### src/hw/rtl/bar_pkg.sv
// package: shared types and constants of the barometer compensation block
`default_nettype none
package bar_pkg;

   localparam int unsigned DIV_STAGES = 64;

   localparam logic [31:0] TEMP_ROUND  = 32'd128;
   localparam logic [32:0] FINE_OFFSET = 33'd128000;
   localparam logic [20:0] PRES_BASE   = 21'd1048576;
   localparam logic [11:0] PRES_SCALE  = 12'd3125;
   localparam logic [63:0] V1_BIAS     = 64'h0000_8000_0000_0000;

   localparam logic [1:0] REG_TEMP       = 2'd0;
   localparam logic [1:0] REG_PRES_LOW   = 2'd1;
   localparam logic [1:0] REG_PRES_HIGH  = 2'd2;
   localparam logic [1:0] REG_PRES_LAST  = 2'd3;

   typedef struct packed {
      logic        [15:0] t1;
      logic signed [15:0] t2;
      logic signed [15:0] t3;
      logic        [15:0] p1;
      logic signed [15:0] p2;
      logic signed [15:0] p3;
      logic signed [15:0] p4;
      logic signed [15:0] p5;
      logic signed [15:0] p6;
      logic signed [15:0] p7;
      logic signed [15:0] p8;
      logic signed [15:0] p9;
   } coeff_type;

   typedef struct packed {
      logic [31:0] tc;
      logic [31:0] fine;
      logic        neg;
      logic        zero;
   } side_type;

endpackage
`default_nettype wire

### src/hw/rtl/bar_csr.sv
// module: calibration coefficient registers behind the apb port
`default_nettype none
module bar_csr (
   input  wire logic              clock,
   input  wire logic              reset,
   input  wire logic              psel,
   input  wire logic              penable,
   input  wire logic              pwrite,
   input  wire logic [4:0]        paddr,
   input  wire logic [63:0]       pwdata,
   output logic      [63:0]       prdata,
   output logic                   pready,
   output bar_pkg::coeff_type     coeff
);
   logic [47:0] temp_ff;
   logic [63:0] plow_ff;
   logic [63:0] phigh_ff;
   logic [15:0] p9_ff;
   logic [1:0]  index;
   logic        wr;

   assign index  = paddr[4:3];
   assign wr     = psel && penable && pwrite;
   assign pready = 1'b1;

   always_ff @(posedge clock) begin
      if (reset) begin
         temp_ff  <= '0;
         plow_ff  <= '0;
         phigh_ff <= '0;
         p9_ff    <= '0;
      end else if (wr) begin
         unique case (index)
            bar_pkg::REG_TEMP:      temp_ff  <= pwdata[47:0];
            bar_pkg::REG_PRES_LOW:  plow_ff  <= pwdata;
            bar_pkg::REG_PRES_HIGH: phigh_ff <= pwdata;
            bar_pkg::REG_PRES_LAST: p9_ff    <= pwdata[15:0];
            default: ;
         endcase
      end
   end

   always_comb begin
      unique case (index)
         bar_pkg::REG_TEMP:      prdata = {16'd0, temp_ff};
         bar_pkg::REG_PRES_LOW:  prdata = plow_ff;
         bar_pkg::REG_PRES_HIGH: prdata = phigh_ff;
         bar_pkg::REG_PRES_LAST: prdata = {48'd0, p9_ff};
         default:                prdata = '0;
      endcase
   end

   assign coeff.t1 = temp_ff[15:0];
   assign coeff.t2 = temp_ff[31:16];
   assign coeff.t3 = temp_ff[47:32];
   assign coeff.p1 = plow_ff[15:0];
   assign coeff.p2 = plow_ff[31:16];
   assign coeff.p3 = plow_ff[47:32];
   assign coeff.p4 = plow_ff[63:48];
   assign coeff.p5 = phigh_ff[15:0];
   assign coeff.p6 = phigh_ff[31:16];
   assign coeff.p7 = phigh_ff[47:32];
   assign coeff.p8 = phigh_ff[63:48];
   assign coeff.p9 = p9_ff;
endmodule
`default_nettype wire

### config.mk
export PLATFORM = sky130hd
export DESIGN_NAME = bar_csr
export DESIGN_NICKNAME = d
export VERILOG_FILES = /design/src/hw/rtl/bar_pkg.sv /design/src/hw/rtl/bar_csr.sv
export SDC_FILE = /design/constraint.sdc
export NUM_CORES = 1
export LEC_CHECK = 0
export BUFFER_PORTS_ARGS = -buffer_cell sky130_fd_sc_hd__buf_2
export CAP_MARGIN = 20
export CORE_MARGIN = 10
export CORE_UTILIZATION = 26
export CTS_BUF_LIST = sky130_fd_sc_hd__clkbuf_4 sky130_fd_sc_hd__clkbuf_8 sky130_fd_sc_hd__clkbuf_16
export DETAILED_ROUTE_END_ITERATION = 10
export GPL_ROUTABILITY_DRIVEN = 1
export PLACE_DENSITY_LB_ADDON = 0.05
export SLEW_MARGIN = 30
export SYNTH_ARGS = -nofsm -noshare
export SYNTH_HDL_FRONTEND = slang
export SYNTH_SLANG_ARGS = --single-unit
### constraint.sdc
create_clock -name clock -period 1.71 [get_ports clock]
set_input_delay 0.171 -clock clock [delete_from_list [all_inputs] [get_ports clock]]
set_output_delay 0.171 -clock clock [all_outputs]
set_load 0.05 [all_outputs]
Yosys cells after proc, flatten, opt, wreduce, memory -nomap -nowiden
Cells that the tools add are included.
{"block": "totals", "out_inout_bits": 257, "ff_bits": 192, "in_bits": 74, "word_cells": 15}
{"block": "op_classes", "n_reduce_logical": 7, "muxes": 1, "eq_ne": 3}
{"operator": "one-hot mux 64 bit (4 select lines)", "n": 1}
{"operator": "AND reduction 2 bit", "n": 4}
{"operator": "equality test 2 bit, second input constant", "n": 2}
{"operator": "equality test 2 x 1 -> 1 bit, second input constant", "n": 1}
{"operator": "logical AND 1 bit", "n": 2}
{"operator": "zero test 2 bit", "n": 1}

Depth between registers and ports, before layout
{"block": "logic_depth", "depth_word": 3, "depth_mapped": 7, "ltp_nobuf": 3}

Worst setup path after synthesis
OpenSTA, ideal clock, no wires.
{"block": "synth_timing", "path_type": "input -> output", "from": "input paddr[3]", "to": "output prdata[17]", "path_buffers": 3, "path_stages": 5, "setup_slack_ps": -375, "t_arrival_ps": 1914, "t_required_ps": 1539, "cell_sequence": "buf_6 buf_4 clkbuf_4 mux2i_1 o21ai_0"}
{"block": "synth_via", "elab_chain_cells": 2, "word_cells_on_any_way": 5, "cone_classes": "eq/ne (3); mux (1); reduce/logical (1)"}
{"item": "start, declared", "line": "bar_csr.sv:9", "source": "input wire logic [4:0] paddr,"}
{"item": "equality test 2 bit, or another cell as far along", "line": "bar_csr.sv:44", "source": "unique case (index)"}
{"item": "one-hot mux 64 bit (4 select lines) *", "line": "bar_csr.sv:44"}
{"item": "end, declared", "line": "bar_csr.sv:11", "source": "output logic [63:0] prdata,"}
Every way passes the cells marked *; elsewhere a longest branch is shown, timed or not.

Final worst setup path
{"block": "layout_timing", "from": "register temp_ff[8]", "to": "output prdata[8]"}
{"block": "layout_via", "elab_chain_cells": 1}
{"item": "start, declared", "line": "bar_csr.sv:15", "source": "logic [47:0] temp_ff;"}
{"item": "start signal, assigned", "line": "bar_csr.sv:34", "source": "bar_pkg::REG_TEMP: temp_ff <= pwdata[47:0];"}
{"item": "one-hot mux 64 bit (4 select lines)", "line": "bar_csr.sv:44"}
No other way between the ends.

==> results by group <==
STA
  • Min cycle time layout: about 1.6 ns
  • PnR worst setup slack: 0.0602 ns
  • RSZ-0062 raised after global routing: no
  • Final Cycle Share: a little over nine tenths
  • Endpoints failing setup: 0
  • Clk_skew: 0 ns
  • Fmax: approximately 610 MHz
  • Final hold viol count: 0
  • Final setup TNS: 0 ns
  • Pins Over Slew Limit: 0

Synthesis
  • Synth Register Bits: 192
  • Synth cell count leaders: nand2b_1, mux2i_1, dfxtp_1
  • Unique masters post-synth: 24
  • Synth Area per Inst: ~11 um^2
  • Sequential fraction of the synthesis area: 42.9%
  • Most common cell in the netlist: nand2b_1
  • Synth Instances: ~850
  • Dominant cell type by area after synthesis: dfxtp_1
  • Syn Std Cell Area: roughly 9000 um^2
  • Post-synth EDFFs: 0
  • Main flop type after synthesis: dfxtp_1
  • Net Count, Synth: around 920
  • Area share of the largest cell type after synthesis: between 40% and 50%
  • Yosys Warn Count: 0
  • Async set-reset flop share out of synthesis: 0%
  • Most area-consuming cells after synthesis: dfxtp_1, mux2i_1, nand2b_1

Clock tree
  • TritonCTS clock tree: built
  • H-tree Lvls: 4
  • Clk Latency, worst-skew pair: about 0.44 ns
  • Worst-path clk slew: ~0.08 ns
  • Clk buf depth: 2
  • Total clock sinks: 192
  • Postcts setup bufs: 0
  • Clk root buf: clkbuf_16
  • Num CTS Buffers: 17

Critical path
  • Buf/Inv on CP: 1
  • Kind of critical path: reg2out
  • Reg2Reg Capture Point: plow_ff[3]$_SDFFE_PP0P_
  • Critical path arrival: 1.48 ns
  • Worst setup SP type: flop
  • Max incr delay on CP: 0.46 ns
  • Reg2reg start: plow_ff[3]$_SDFFE_PP0P_
  • CP cell instances: mux4_2, buf_2
  • Crit end category: primary output
  • Worst path slowest cell: mux4_2
  • Critical path fanouts, max: 3
  • WP data required: between 1.5 and 2 ns
  • FF-to-FF setup slack: 1.04 ns
  • Delay-heaviest family, CP: multiplexers
  • Cells on worst reg2reg path: 2

Routing
  • TritonRoute pass-1 iters: 4
  • Post-detailed-route count of antenna-violating nets: 0
  • Drt wl/cell: around 19 um
  • Post-route DRC: 0
  • Routed WL: a little over 30000 um
  • Via/cell ratio: 4.35
  • Via count: 7037
  • Initial DRC Count: 221

Power and ir drop
  • Net Switching: around 2.5 mW
  • Clock power frac: 41.5%
  • Combinational power share: approximately 11%
  • Maximum vdd drop: between 0.6 and 0.7 mV
  • Sw Ratio: a little over a quarter
  • PwrDens: ~810 nW/um^2
  • Pint: ~7.1 mW
  • Static Leak: about 6 nW
  • Reg power frac: between 40% and 50%

Global routing
  • Largest net degree at the start of global routing: around 110
  • Global Route Usage Sum: 14.3%
  • Vias in the first global route: ~7500
  • Grt total ovfl: 0
  • Global-route wire length before repair: around 47000 um
  • Initial antenna violation count: 5

Die
  • Die Ht: between 200 and 250 um
  • Initial Util: a little over a quarter
  • Row count: 67
  • I/O pin total: between 300 and 400
  • Die Footprint: around 42000 um^2
  • Die X: a little over 200 um
  • Core footprint: around 34000 um^2

Worst hold path
  • Hold_sp: pwdata[60]
  • Hold path endpoint: phigh_ff[60]$_SDFFE_PP0P_
  • Tightest Hold Check Type: in2reg
  • Hold path cells: 3

Placement
  • Port Buf Inserts: ~330
  • Worst slack, placed: about 0.12 ns
  • Hpwl dp: around 23000 um
  • Gp weighted congestion: 0.674

Cells and area
  • Fin util: between 30% and 40%
  • Final #Nets: approximately 1200
  • Fill count: around 3500
  • Area Growth Syn to Fin: 31.8%
  • Ant. Diodes: 0
  • Ratio of cells with drive above 1 in the final layout: about a third

Flow run
  • Max-cap check violation count: 0

Run status
  • Status: completed
[tightest hold or removal path, cell delays in order]
cell and delay [ns]:
buf_2 0.10, nand2b_1 0.08, mux2i_1 0.07
[repair_timing]
item                                   CTS  global route
gates resized for setup                  0             5
hold buffers                             8             0
setup endpoints to repair                0             2
endpoints found under the hold margin   10             0
[power by group through the flow]
stage          sequential (mW)  clock, mW  combinational, mW
2_1_floorplan             4.87          0              0.520
3_3_place_gp              4.68          0               1.05
3_5_place_dp              4.68          0               1.05
4_1_cts                   4.58       4.16               1.07
5_1_grt                   4.59       4.33               1.12
6_report                  4.58       3.99               1.04
[per-layer routing]
| metal | vias up | routed length (um) | track usage (%) |
|---|---|---|---|
| met2 | 172 | 14600 | 23.4 |
| li1 | 3478 | - | - |
| met1 | 3353 | 13900 | 17.7 |
| met5 | - | 56 | 0 |
| met3 | 24 | 2170 | 5.13 |
| met4 | 10 | 301 | 2.94 |
[how the worst max path moves through the flow]
stage                            start         end  slack [ns]  depth (start not counted)
2_1_floorplan                 paddr[3]  prdata[17]       0.001                          5
3_3_place_gp                  paddr[4]  prdata[47]        0.13                          6
3_5_place_dp                  paddr[4]  prdata[47]        0.12                          6
4_1_cts         p9_ff[10]$_SDFFE_PP0P_  prdata[10]       0.003                          2
5_1_grt        temp_ff[8]$_SDFFE_PP0P_   prdata[8]       0.001                          2
6_report       temp_ff[8]$_SDFFE_PP0P_   prdata[8]        0.06                          2
[placed cells by master (no fill, tap or decap)]
cell | synthesis | routed
a22o_1 | 16 | 16
and2_4 | 1 | 1
and3_1 | 1 | 1
buf_12 | 2 | 15
buf_2 | 9 | 322
buf_4 | 18 | 12
buf_6 | 5 | 2
bufinv_16 | 0 | 1
clkbuf_16 | 0 | 17
clkbuf_4 | 1 | 1
clkbuf_8 | 0 | 3
clkinv_2 | 0 | 2
clkinv_4 | 0 | 4
clkinvlp_4 | 0 | 3
conb_1 | 1 | 1
dfxtp_1 | 192 | 192
dlygate4sd3_1 | 0 | 8
inv_6 | 0 | 1
mux2i_1 | 224 | 224
mux4_2 | 16 | 16
nand2_1 | 32 | 32
nand2_4 | 1 | 2
nand2b_1 | 256 | 256
nand3_1 | 1 | 1
nand3_2 | 1 | 1
nor2b_4 | 1 | 2
nor3_2 | 0 | 1
o21ai_1 | 0 | 32
or3_1 | 1 | 1
[sequential cells by signal (all words and copies together) (netlist names)]
name      flops
phigh_ff     64
plow_ff      64
temp_ff      48
p9_ff        16
[area by class of cell]
class / count / area, um^2 / share of cell area, %
Multi-Input combinational cell: 587 / 4720 / 40.0
Sequential cell: 192 / 3840 / 32.5
Timing Repair Buffer: 359 / 2100 / 17.8
Tap cell: 448 / 561 / 4.74
Clock buffer: 21 / 474 / 4.01
Clock inverter: 11 / 106 / 0.900
[metrics by stage]
stage	hold WS (ns)	instance area [um^2]	power, mW	std cells
final	0.0232	11800	9.61	1618
after global routing	0.0120	11800	10.0	1618
after CTS	0.00181	11800	9.81	1618
after detailed placement	0.468	11100	5.73	1578
after global placement	0.463	11100	5.73	1578
after floorplan	0.347	8960	5.39	848
[kinds of logic (layout without fill, tap and decap cells)]
family	count (synthesis)	after routing	synth area share, %
AO/OA/AOI/OAI	48	48	3.35
buffers and inverters	69	391	4.59
flip-flops	192	192	42.9
multiplexers	240	240	29.0
other	1	1	0.0418
AND/OR/NAND/NOR	298	298	20.1
Power figures use the tool's default switching activity.
